==> src/sv/pwl_pkg.sv <==
`default_nettype none

package pwl_pkg;

  // Configuration register indexes.
  localparam logic [2:0] REG_OPEN_TICKS  = 3'd0;
  localparam logic [2:0] REG_HOLD_TICKS  = 3'd1;
  localparam logic [2:0] REG_CLOSE_TICKS = 3'd2;
  localparam logic [2:0] REG_ALARM_TICKS = 3'd3;
  localparam logic [2:0] REG_MAX_WRONG   = 3'd4;
  localparam logic [2:0] REG_TERMINATOR  = 3'd5;
  localparam logic [2:0] REG_OPEN_CODE   = 3'd6;
  localparam logic [2:0] REG_CHANGE_CODE = 3'd7;

  // Configuration reset values.
  localparam logic [7:0] RST_OPEN_TICKS  = 8'd2;
  localparam logic [7:0] RST_HOLD_TICKS  = 8'd1;
  localparam logic [7:0] RST_CLOSE_TICKS = 8'd2;
  localparam logic [7:0] RST_ALARM_TICKS = 8'd8;
  localparam logic [2:0] RST_MAX_WRONG   = 3'd3;
  localparam logic [7:0] RST_TERMINATOR  = 8'd61;
  localparam logic [7:0] RST_OPEN_CODE   = 8'd43;
  localparam logic [7:0] RST_CHANGE_CODE = 8'd45;

  // Input operation codes.
  localparam logic OP_TICK = 1'b0;
  localparam logic OP_BYTE = 1'b1;

  // Motor drive codes.
  localparam logic [1:0] MOTOR_STOP  = 2'd0;
  localparam logic [1:0] MOTOR_OPEN  = 2'd1;
  localparam logic [1:0] MOTOR_CLOSE = 2'd2;

  // Match result reply values.
  localparam logic [7:0] REPLY_MATCH    = 8'd1;
  localparam logic [7:0] REPLY_MISMATCH = 8'd0;

  // One result item as held in the output buffer.
  typedef struct packed {
    logic       tx_valid;
    logic [7:0] tx_byte;
    logic [1:0] motor_drive;
    logic       alarm_on;
    logic [2:0] controller_phase;
  } pwl_result_t;

endpackage

`default_nettype wire

==> src/sv/password_lock_controller.sv <==
`default_nettype none

// Password door-lock controller. Each input transfer is either a timer tick or a received
// link byte; each accepted item yields exactly one result, registered into the output register
// or, while the output stalls, the skid entry. One item is accepted every clock cycle while the
// skid entry is empty: the whole state update is a single pass of logic, and the password
// memory (MAX_LEN bytes, one write and one read port) is read one byte ahead at the next entry
// position so its registered data is ready when the next password byte arrives. A two-entry
// output buffer keeps the input side running while one result waits on a stalled output. The
// password memory has no reset and needs no clearing pass; only written positions are compared.
module password_lock_controller #(
  parameter int MAX_LEN = 16
) (
  input  wire logic       clk,
  input  wire logic       rst_n,
  // Configuration write port
  input  wire logic       cfg_we,
  input  wire logic [2:0] cfg_index,
  input  wire logic [7:0] cfg_data,
  // Input channel
  input  wire logic       in_valid,
  output logic            in_stall,
  input  wire logic       in_operation,
  input  wire logic [7:0] in_rx_byte,
  // Result channel
  output logic            out_valid,
  input  wire logic       out_stall,
  output logic            out_tx_valid,
  output logic [7:0]      out_tx_byte,
  output logic [1:0]      out_motor_drive,
  output logic            out_alarm_on,
  output logic [2:0]      out_controller_phase
);

  import pwl_pkg::*;

  localparam int IDX_W = $clog2(MAX_LEN);
  localparam int LEN_W = $clog2(MAX_LEN + 1);
  localparam logic [IDX_W-1:0] LAST_POS = IDX_W'(MAX_LEN - 1);

  typedef enum logic [2:0] {
    PH_FIRST  = 3'd0,
    PH_OPTION = 3'd1,
    PH_OPEN   = 3'd2,
    PH_CHANGE = 3'd3,
    PH_NEWPW  = 3'd4,
    PH_LOCK   = 3'd5
  } phase_t;

  typedef enum logic [1:0] {
    DOOR_IDLE    = 2'd0,
    DOOR_OPENING = 2'd1,
    DOOR_HOLDING = 2'd2,
    DOOR_CLOSING = 2'd3
  } door_t;

  // Configuration registers
  logic [7:0] open_ticks_r, hold_ticks_r, close_ticks_r, alarm_ticks_r;
  logic [2:0] max_wrong_r;
  logic [7:0] terminator_r, open_code_r, change_code_r;

  // Controller state
  phase_t           phase_r, phase_nxt;
  logic [LEN_W-1:0] stored_len_r, stored_len_nxt;
  logic [IDX_W-1:0] entry_idx_r, entry_idx_nxt;
  logic             mismatch_r, mismatch_nxt;
  logic [2:0]       wrong_cnt_r, wrong_cnt_nxt;
  door_t            door_r, door_nxt;
  logic [7:0]       door_cnt_r, door_cnt_nxt;
  logic [7:0]       alarm_cnt_r, alarm_cnt_nxt;

  // Output buffer
  logic        out_valid_r, out_valid_nxt;
  logic        skid_valid_r, skid_valid_nxt;
  pwl_result_t out_data_r, out_data_nxt;
  pwl_result_t skid_data_r, skid_data_nxt;
  pwl_result_t result;

  // Password memory
  logic [7:0]       pw_mem [MAX_LEN];
  logic [7:0]       mem_rdata_r;
  logic             mem_we;
  logic [IDX_W-1:0] mem_waddr;

  logic in_fire;
  logic out_fire;

  assign in_stall = skid_valid_r;
  assign in_fire  = in_valid && !in_stall;
  assign out_fire = out_valid_r && !out_stall;

  // Item processing: next state and the result of one accepted item.
  always_comb begin
    logic       term;
    logic       miss;
    logic       done;
    logic [7:0] limit;
    logic [7:0] dcnt;
    logic [7:0] acnt;
    logic [2:0] wcnt;

    phase_nxt      = phase_r;
    stored_len_nxt = stored_len_r;
    entry_idx_nxt  = entry_idx_r;
    mismatch_nxt   = mismatch_r;
    wrong_cnt_nxt  = wrong_cnt_r;
    door_nxt       = door_r;
    door_cnt_nxt   = door_cnt_r;
    alarm_cnt_nxt  = alarm_cnt_r;
    mem_we         = 1'b0;
    mem_waddr      = entry_idx_r;
    result         = '0;
    term           = (in_rx_byte == terminator_r);
    miss           = mismatch_r;
    done           = 1'b0;
    limit          = close_ticks_r;
    dcnt           = door_cnt_r + 8'd1;
    acnt           = alarm_cnt_r + 8'd1;
    wcnt           = wrong_cnt_r + 3'd1;

    // Password compare step, shared by open and change entry.
    if (term || entry_idx_r < LAST_POS) begin
      if (LEN_W'(entry_idx_r) >= stored_len_r || mem_rdata_r != in_rx_byte) begin
        miss = 1'b1;
      end
      if (term && (LEN_W'(entry_idx_r) + LEN_W'(1)) != stored_len_r) begin
        miss = 1'b1;
      end
      done = term;
    end

    if (in_fire) begin
      if (in_operation == OP_TICK) begin
        // Door timing runs in every phase.
        if (door_r != DOOR_IDLE) begin
          case (door_r)
            DOOR_OPENING: limit = open_ticks_r;
            DOOR_HOLDING: limit = hold_ticks_r;
            default:      limit = close_ticks_r;
          endcase
          door_cnt_nxt = dcnt;
          if (dcnt >= limit) begin
            door_cnt_nxt = '0;
            door_nxt     = (door_r == DOOR_CLOSING) ? DOOR_IDLE : door_t'(door_r + 2'd1);
          end
        end
        // Lockout countdown.
        if (phase_r == PH_LOCK) begin
          alarm_cnt_nxt = acnt;
          if (acnt >= alarm_ticks_r) begin
            alarm_cnt_nxt = '0;
            wrong_cnt_nxt = '0;
            phase_nxt     = PH_OPTION;
          end
        end
      end else begin
        unique case (phase_r)
          PH_FIRST, PH_NEWPW: begin
            if (term) begin
              mem_we         = 1'b1;
              stored_len_nxt = LEN_W'(entry_idx_r) + LEN_W'(1);
              entry_idx_nxt  = '0;
              phase_nxt      = PH_OPTION;
            end else if (entry_idx_r < LAST_POS) begin
              mem_we        = 1'b1;
              entry_idx_nxt = entry_idx_r + IDX_W'(1);
            end
          end
          PH_OPTION: begin
            if (in_rx_byte == open_code_r || in_rx_byte == change_code_r) begin
              result.tx_valid = 1'b1;
              result.tx_byte  = 8'(wrong_cnt_r);
              entry_idx_nxt   = '0;
              mismatch_nxt    = 1'b0;
              phase_nxt       = (in_rx_byte == open_code_r) ? PH_OPEN : PH_CHANGE;
            end
          end
          PH_OPEN, PH_CHANGE: begin
            mismatch_nxt = miss;
            if (term || entry_idx_r < LAST_POS) begin
              entry_idx_nxt = done ? '0 : entry_idx_r + IDX_W'(1);
            end
            if (done) begin
              if (phase_r == PH_CHANGE) begin
                result.tx_valid = 1'b1;
                result.tx_byte  = miss ? REPLY_MISMATCH : REPLY_MATCH;
              end
              if (!miss) begin
                wrong_cnt_nxt = '0;
                if (phase_r == PH_OPEN) begin
                  door_nxt     = DOOR_OPENING;
                  door_cnt_nxt = '0;
                  phase_nxt    = PH_OPTION;
                end else begin
                  phase_nxt = PH_NEWPW;
                end
              end else begin
                // Failed attempt: count it and lock out at the limit.
                wrong_cnt_nxt = wcnt;
                if (wcnt >= max_wrong_r) begin
                  phase_nxt     = PH_LOCK;
                  alarm_cnt_nxt = '0;
                end else begin
                  phase_nxt = PH_OPTION;
                end
              end
            end
          end
          default: begin
            // Link bytes are dropped during lockout.
          end
        endcase
      end
    end

    result.motor_drive      = (door_nxt == DOOR_OPENING) ? MOTOR_OPEN :
                              (door_nxt == DOOR_CLOSING) ? MOTOR_CLOSE : MOTOR_STOP;
    result.alarm_on         = (phase_nxt == PH_LOCK);
    result.controller_phase = phase_nxt;
  end

  // Output buffer: the output register, backed by one skid entry.
  always_comb begin
    out_valid_nxt  = out_valid_r;
    out_data_nxt   = out_data_r;
    skid_valid_nxt = skid_valid_r;
    skid_data_nxt  = skid_data_r;
    if (out_fire || !out_valid_r) begin
      out_valid_nxt  = skid_valid_r || in_fire;
      out_data_nxt   = skid_valid_r ? skid_data_r : result;
      skid_valid_nxt = skid_valid_r && in_fire;
      if (skid_valid_r && in_fire) begin
        skid_data_nxt = result;
      end
    end else if (in_fire) begin
      skid_valid_nxt = 1'b1;
      skid_data_nxt  = result;
    end
  end

  // State, configuration and output registers.
  always_ff @(posedge clk) begin
    if (!rst_n) begin
      open_ticks_r  <= RST_OPEN_TICKS;
      hold_ticks_r  <= RST_HOLD_TICKS;
      close_ticks_r <= RST_CLOSE_TICKS;
      alarm_ticks_r <= RST_ALARM_TICKS;
      max_wrong_r   <= RST_MAX_WRONG;
      terminator_r  <= RST_TERMINATOR;
      open_code_r   <= RST_OPEN_CODE;
      change_code_r <= RST_CHANGE_CODE;
      phase_r       <= PH_FIRST;
      stored_len_r  <= '0;
      entry_idx_r   <= '0;
      mismatch_r    <= 1'b0;
      wrong_cnt_r   <= '0;
      door_r        <= DOOR_IDLE;
      door_cnt_r    <= '0;
      alarm_cnt_r   <= '0;
      out_valid_r   <= 1'b0;
      skid_valid_r  <= 1'b0;
      out_data_r    <= '0;
      skid_data_r   <= '0;
    end else begin
      if (cfg_we) begin
        unique case (cfg_index)
          REG_OPEN_TICKS:  open_ticks_r  <= cfg_data;
          REG_HOLD_TICKS:  hold_ticks_r  <= cfg_data;
          REG_CLOSE_TICKS: close_ticks_r <= cfg_data;
          REG_ALARM_TICKS: alarm_ticks_r <= cfg_data;
          REG_MAX_WRONG:   max_wrong_r   <= cfg_data[2:0];
          REG_TERMINATOR:  terminator_r  <= cfg_data;
          REG_OPEN_CODE:   open_code_r   <= cfg_data;
          REG_CHANGE_CODE: change_code_r <= cfg_data;
        endcase
      end
      phase_r      <= phase_nxt;
      stored_len_r <= stored_len_nxt;
      entry_idx_r  <= entry_idx_nxt;
      mismatch_r   <= mismatch_nxt;
      wrong_cnt_r  <= wrong_cnt_nxt;
      door_r       <= door_nxt;
      door_cnt_r   <= door_cnt_nxt;
      alarm_cnt_r  <= alarm_cnt_nxt;
      out_valid_r  <= out_valid_nxt;
      skid_valid_r <= skid_valid_nxt;
      out_data_r   <= out_data_nxt;
      skid_data_r  <= skid_data_nxt;
    end
  end

  // Password memory; the read runs one position ahead of the entry.
  always_ff @(posedge clk) begin
    if (mem_we) begin
      pw_mem[mem_waddr] <= in_rx_byte;
    end
    mem_rdata_r <= pw_mem[entry_idx_nxt];
  end

  assign out_valid            = out_valid_r;
  assign out_tx_valid         = out_data_r.tx_valid;
  assign out_tx_byte          = out_data_r.tx_byte;
  assign out_motor_drive      = out_data_r.motor_drive;
  assign out_alarm_on         = out_data_r.alarm_on;
  assign out_controller_phase = out_data_r.controller_phase;

`ifndef SYNTHESIS
  // The skid entry only fills behind a held output register.
  a_skid_behind_out: assert property (@(posedge clk) disable iff (!rst_n)
    skid_valid_r |-> out_valid_r)
    else $error("skid entry valid while output register empty");

  // The alarm indication tracks the lockout phase in every result.
  a_alarm_phase: assert property (@(posedge clk) disable iff (!rst_n)
    out_valid |-> (out_alarm_on == (out_controller_phase == PH_LOCK)))
    else $error("alarm output disagrees with controller phase");

  // The entry position never passes the last memory slot.
  a_entry_range: assert property (@(posedge clk) disable iff (!rst_n)
    entry_idx_r <= LAST_POS)
    else $error("entry position beyond password memory");

  // A transfer taken while the output holds lands in the skid entry.
  a_skid_fill: assert property (@(posedge clk) disable iff (!rst_n)
    (in_fire && out_valid_r && out_stall) |=> skid_valid_r)
    else $error("accepted item lost behind stalled output");
`endif

endmodule

`default_nettype wire

==> config.mk <==
export PLATFORM = sky130hd
export DESIGN_NAME = password_lock_controller
export DESIGN_NICKNAME = d
export VERILOG_FILES = /design/src/sv/pwl_pkg.sv /design/src/sv/password_lock_controller.sv
export SDC_FILE = /design/constraint.sdc
export NUM_CORES = 1
export LEC_CHECK = 0
export BUFFER_PORTS_ARGS = -buffer_cell sky130_fd_sc_hd__buf_2
export CORE_MARGIN = 5
export CORE_UTILIZATION = 65
export DETAILED_ROUTE_END_ITERATION = 8
export GPL_TIMING_DRIVEN = 0
export HOLD_SLACK_MARGIN = 0.06
export PLACE_DENSITY = 0.83
export SETUP_SLACK_MARGIN = 0.4
export SYNTH_ARGS = -nofsm -noshare
export SYNTH_HDL_FRONTEND = slang
export SYNTH_SLANG_ARGS = --single-unit
==> constraint.sdc <==
create_clock -name clk -period 6.8 [get_ports clk]
set_clock_uncertainty 0.15 [all_clocks]
set_input_delay 1.02 -clock clk [delete_from_list [all_inputs] [get_ports clk]]
set_output_delay 1.02 -clock clk [all_outputs]
set_load 0.02 [all_outputs]
=== Word level (Yosys, flattened, before mapping) ===
Memory sizes are Yosys's and may differ from the RTL's. A register that Yosys moved wholly into a read port is not among the register bits.
Index checks and enable logic that the tools add are counted.

* Register bits after elaboration: 125
* Bits in latches: 0
* RAM bits: 128
* Bits in read-only memories: 0
* Bits of input ports: 25
* Output and inout port bits: 17
* Memories kept: 1

* Add/subtract/negate cells: 6
* Multipliers: 0
* Divide/modulo/power cells: 0
* Magnitude comparators: 5
* Equal/unequal tests: 31
* Shift operators: 0
* Multiplexer cells: 81
* Bitwise gates (word level): 0
* Reductions and logical operators: 36

{| class="wikitable"
|+ Memories
! name !! depth !! bits a word !! read ports !! clocked after memory_dff !! wr ports !! line !! RTL
|-
| pw_mem || 16 || 8 || 1 || 1 || 1 || password_lock_controller.sv:80 || <nowiki>logic [7:0] pw_mem [MAX_LEN];</nowiki>
|}

{| class="wikitable"
|+ Operator list
! operator !! number
|-
| 2-to-1 mux 8 bit || 17
|-
| 2-to-1 mux 15 bit || 4
|-
| 2-to-1 mux 3 bit || 16
|-
| 2-to-1 mux 9 bit || 5
|-
| 2-to-1 mux 4 bit || 7
|-
| equality test 8 bit || 3
|-
| 2-to-1 mux 2 bit || 11
|-
| equality test 3 bit, second input constant || 7
|-
| case mux 9 bit (2 select lines) || 1
|-
| AND reduction 2 bit || 9
|-
| adder 8 x 1 -> 8 bit, second input constant || 2
|-
| greater-or-equal comparator 8 bit || 2
|-
| 2-to-1 mux 1 bit || 16
|-
| case mux 8 bit (2 select lines) || 1
|-
| equality test 3 x 2 -> 1 bit, second input constant || 4
|-
| != test 2 x 1 -> 1 bit, second input constant || 6
|-
| case mux 4 bit (3 select lines) || 1
|-
| AND reduction 6 bit || 2
|-
| nonzero test 2 bit || 6
|-
| case mux 3 bit (3 select lines) || 1
|-
| != test 8 bit || 1
|-
| AND reduction 4 bit || 2
|-
| equality test 2 bit, second input constant || 3
|-
| equality test 3 x 1 -> 1 bit, second input constant || 2
|-
| 17 further kinds || 30
|}

=== Logic depth before layout (Yosys ltp) ===
* Depth in word-level cells: 15
* Depth in mapped cells: 14

=== Least setup slack after synthesis ===
No wires, ideal clock.

* Path type: register -> register
* From: register door_r[0]
* To: register door_cnt_r[4]
* Arrival time: 3.207 ns
* Required time: 6.559 ns
* Setup slack: 3.352 ns
* Cell stages (with the launch flop): 14
* Buffers on the path: 3
* Period minus slack after synthesis: 3.448 ns
* Cell sequence: dfxtp_1 > inv_1 > ha_1 > clkbuf_1 > clkbuf_1 > o21ai_0 > ha_1 > a2111o_1 > a31oi_1 > o21ai_1 > a2111oi_1 > buf_2 > a41oi_1 > a311oi_1

* Cells in the longest elaborated chain, start to end: 9
* Elaborated cells on any way between the ends: 13

{| class="wikitable"
|+ Ends and longest elaborated chain
! element !! line !! RTL
|-
| from (decl) || password_lock_controller.sv:68 || <nowiki>door_t door_r, door_nxt;</nowiki>
|-
| from (signal assigned) || password_lock_controller.sv:282 || <nowiki>door_r <= door_nxt;</nowiki>
|-
| equality test 2 bit or equality test 2 x 1 -> 1 bit (tied branches) || password_lock_controller.sv:136 || <nowiki>case (door_r)</nowiki>
|-
| case mux 8 bit (2 select lines) || password_lock_controller.sv:136 ||
|-
| 2-to-1 mux 8 bit || password_lock_controller.sv:135 || <nowiki>if (door_r != DOOR_IDLE) begin</nowiki>
|-
| 2-to-1 mux 8 bit || password_lock_controller.sv:133 || <nowiki>if (in_operation == OP_TICK) begin</nowiki>
|-
| 2-to-1 mux 8 bit || password_lock_controller.sv:132 || <nowiki>if (in_fire) begin</nowiki>
|-
| greater-or-equal comparator 8 bit || password_lock_controller.sv:142 || <nowiki>if (dcnt >= limit) begin</nowiki>
|-
| 2-to-1 mux 8 bit || password_lock_controller.sv:142 ||
|-
| 2-to-1 mux 8 bit || password_lock_controller.sv:135 ||
|-
| 2-to-1 mux 8 bit || password_lock_controller.sv:133 ||
|-
| to (signal assigned) || password_lock_controller.sv:283 || <nowiki>door_cnt_r <= door_cnt_nxt;</nowiki>
|-
| to (decl) || password_lock_controller.sv:69 || <nowiki>logic [7:0] door_cnt_r, door_cnt_nxt;</nowiki>
|}

Several ways; a longest one is shown, not always the timed one. The select of a mux whose other input is x is not followed.
A chain may end at the register's enable or synchronous reset.

=== Final worst setup path ===
Same ends and word-level chain as after synthesis.

==> impl_metrics.tcl <==
set metrics [dict create \
    final_common_cell "nand2_1" \
    fp.dieW_um 143.3 \
    drtIter0Drc 631 \
    drv_cap 0 \
    dr.pass1.iters 5 \
    hold_buffers 0 \
    ir_drop_mv 0.1940 \
    power.density_mw_per_mm2 251.8 \
    antenna_found_initial 0 \
    finalHoldViolations 0 \
    clk_pin_slew_ns 0.06 \
    cp-start-kind "flop" \
    crit_buf_inv 4 \
    cts.sinks 251 \
    final_cell_mix "nand2_1 (194), edfxtp_1 (128), dfxtp_1 (123)" \
    start_util_pct 66.50 \
    cts-root-buf "clkbuf_16" \
    power.total_mw 3.221 \
    setup_viol 0 \
    tns_ns 0 \
    p_int_mw 2.488 \
    max_stage_delay_ns 0.70 \
    clock_latency_ns 0.52 \
    nets 1218 \
    rr_endpoint "door_cnt_r[4]$_SDFFE_PN0P_" \
    grt_pass1_wl_um 42710 \
    insertedDiodeCount 0 \
    final_max_slew_viol_count 0 \
    sw_frac_of_total_pct 22.76 \
    finalWirelength_um 27120 \
    port_buffers 29 \
    die_h_um 143.3 \
    pin_count 42 \
    rsz0062_at_grt "no" \
    vias_per_cell 6.081 \
    end_kind "flop" \
    status "complete, no violations" \
    cts_resized 0 \
    ant_nets 0 \
    rr_worst_depth 13 \
    synthesis.area_mm2 0.01154 \
    min_period_over_period_pct 64.18 \
    tritoncts "yes" \
    cts.path.max_buffers 3 \
    comb_power_share_pct 7.6 \
    fin_crit_ns 4.364 \
    p_leak_nw 4.695 \
    yosysWarnings 0 \
    synthCells 1099 \
    power_frac_clock_pct 42.0 \
    drc_errors 0 \
    crit_chain "inv_1, ha_1, clkbuf_1, clkbuf_1, o21ai_0, ha_1, a2111o_1, a31oi_1, o21ai_1, a2111oi_1, buf_2, a41oi_1, a311oi_1" \
    grt_pass1_vias 8346 \
    r2r-start "door_r[0]$_SDFF_PN0_" \
    whs_path_depth 2 \
    p_switching_uw 733.0 \
    path_delay_family "compound AO/OA/AOI/OAI gates" \
    post_cts_buffers 0 \
    crit_type "flop to flop" \
    gr-usage-all-layers_pct 26.46 \
    async_flop_share_pct 0 \
    sequentialPowerShare_pct 50.5 \
    detail_route.wl_per_cell_um 19.33 \
    max_freq_mhz 229.1 \
    die_area_mm2 0.02052 \
    synth_edf_count 128 \
    cts_buffers 25 \
    relSlewSlack_pct 25.84 \
    seq_area_frac_synth_pct 54.63 \
    area_growth_pct 10.83 \
    worst_slew_pin_slew_ns 1.104 \
    cpMaxStageDelayCell "a2111oi_1" \
    rrSetupSlack_ns 2.44 \
    crit_fanout 10 \
    vias 8532 \
    drive_gt1_share_pct 8.829 \
    grt_max_degree 21 \
    worstHoldStart "close_ticks_r[2]$_SDFFE_PN0P_" \
    hold_end "close_ticks_r[2]$_SDFFE_PN0P_" \
    cp.required_ns 7.07 \
    dp_hpwl_um 18900 \
    cp.arrival_ns 4.63 \
    synth_flop_cell "edfxtp_1" \
    hold_class "flop to flop" \
    rows 48 \
    gp_congestion 0.8713 \
    ys_seq_elements 251 \
    grt-ovfl-total 0 \
    h-tree-depth 1 \
    core_area_mm2 0.01736 \
    avgSynthCellArea_um2 10.50 \
    ys_types 69 \
]
[synthesized netlist by cell type, drive strengths merged (8+ instances only)]
library cell	instances	area [um^2]
nor2b	26	162.7
nand4	9	56.30
nand2	194	728.2
o311ai	8	70.07
inv	23	86.34
a21oi	73	369.1
mux2i	61	610.6
nor4	9	98.84
ha	34	425.4
clkbuf	33	125.1
xor2	24	210.2
a32oi	10	87.58
edfxtp	128	3844
nor2	60	225.2
and2	24	150.1
nand3	42	210.2
xnor2	25	219.0
nand2b	14	87.58
a22oi	12	90.09
buf	24	170.2
a31oi	11	68.82
dfxtp	123	2462
a211oi	27	207.7
o21ai	32	160.2
[metrics by stage]
stage                     util, %  hold WS (ns)  instance area (um^2)  cells  worst slack [ns]
after floorplan                 -        0.2832                 11560   1103             3.352
after detailed placement    69.05        0.2932                 11980   1357             2.542
after CTS                   73.70        0.3048                 12790   1403             2.494
after global placement      69.05        0.2887                 11980   1357             2.646
after global routing        73.70        0.3275                 12790   1403             2.210
final                       73.70        0.3042                 12790   1403             2.436
[worst min-delay path, cell delays in order, from the launching register on]
cell and delay [ns]:
dfxtp_1 0.31, nand2_1 0.05, a21oi_1 0.05
[final cells by class]
cell class | instances | area [um^2]
clock buffers | 34 | 693.2
clock inverters | 12 | 115.1
well taps | 225 | 281.5
fillers | 1226 | 4564
inverters | 23 | 86.33
repair buffers | 29 | 145.1
flip-flops and latches | 251 | 6306
multi-input cells | 772 | 4870
plain buffers | 57 | 295.3
[power groups by stage]
stage	registers, mW	logic, mW	clock network [mW]
global route	1.63	0.266	1.43
finish	1.63	0.244	1.35
detailed placement	1.66	0.241	0
CTS	1.63	0.243	1.37
global placement	1.66	0.234	0
floorplan	1.66	0.158	0
[cell families (layout without fill, tap and decap cells)]
| group | count (synthesis) | in the layout | synth area share, % |
|---|---|---|---|
| muxes | 61 | 61 | 5.290 |
| AOI/OAI and AO/OA | 217 | 217 | 12.61 |
| other | 1 | 5 | 0.03249 |
| and+or+nand+nor | 405 | 405 | 16.53 |
| DFF | 251 | 251 | 54.63 |
| adders and majority gates | 34 | 34 | 3.686 |
| buffers and inverters | 80 | 155 | 3.306 |
| xor gates and xnor gates | 50 | 50 | 3.913 |
[layer usage]
metal  track usage (%)  vias to the layer above  share of wire [%]
li1                  -                     4078                  -
met5                 0                        -                  0
met3             4.086                       61                6.8
met1             32.48                     4078                 39
met4             11.25                        0                4.0
met2             46.56                      315                 50
[sequential cells by signal, indices dropped and copies added, names as in the netlist, 2 cells and up]
| signal | flops |
|---|---|
| mem_rdata_r | 8 |
| phase_r | 3 |
| terminator_r | 8 |
| open_ticks_r | 8 |
| out_motor_drive | 2 |
| alarm_ticks_r | 8 |
| close_ticks_r | 8 |
| skid_data_r | 10 |
| entry_idx_r | 4 |
| hold_ticks_r | 8 |
| max_wrong_r | 3 |
| door_cnt_r | 8 |
| door_r | 2 |
| open_code_r | 8 |
| alarm_cnt_r | 8 |
| wrong_cnt_r | 3 |
| pw_mem | 128 |
| out_tx_byte | 3 |
| change_code_r | 8 |
| stored_len_r | 5 |
| out_controller_phase | 3 |
[worst max-delay path by stage]
stage	cells after the start	startpoint	end
floorplan	13	door_r[0]$_SDFF_PN0_	door_cnt_r[4]$_SDFFE_PN0P_
global placement	13	door_r[0]$_SDFF_PN0_	door_cnt_r[4]$_SDFFE_PN0P_
detailed placement	13	door_r[0]$_SDFF_PN0_	door_cnt_r[4]$_SDFFE_PN0P_
CTS	13	door_r[0]$_SDFF_PN0_	door_cnt_r[4]$_SDFFE_PN0P_
global route	13	door_r[0]$_SDFF_PN0_	door_cnt_r[4]$_SDFFE_PN0P_
finish	13	door_r[0]$_SDFF_PN0_	door_cnt_r[4]$_SDFFE_PN0P_
No activity file was read; power rests on OpenSTA's default activity.
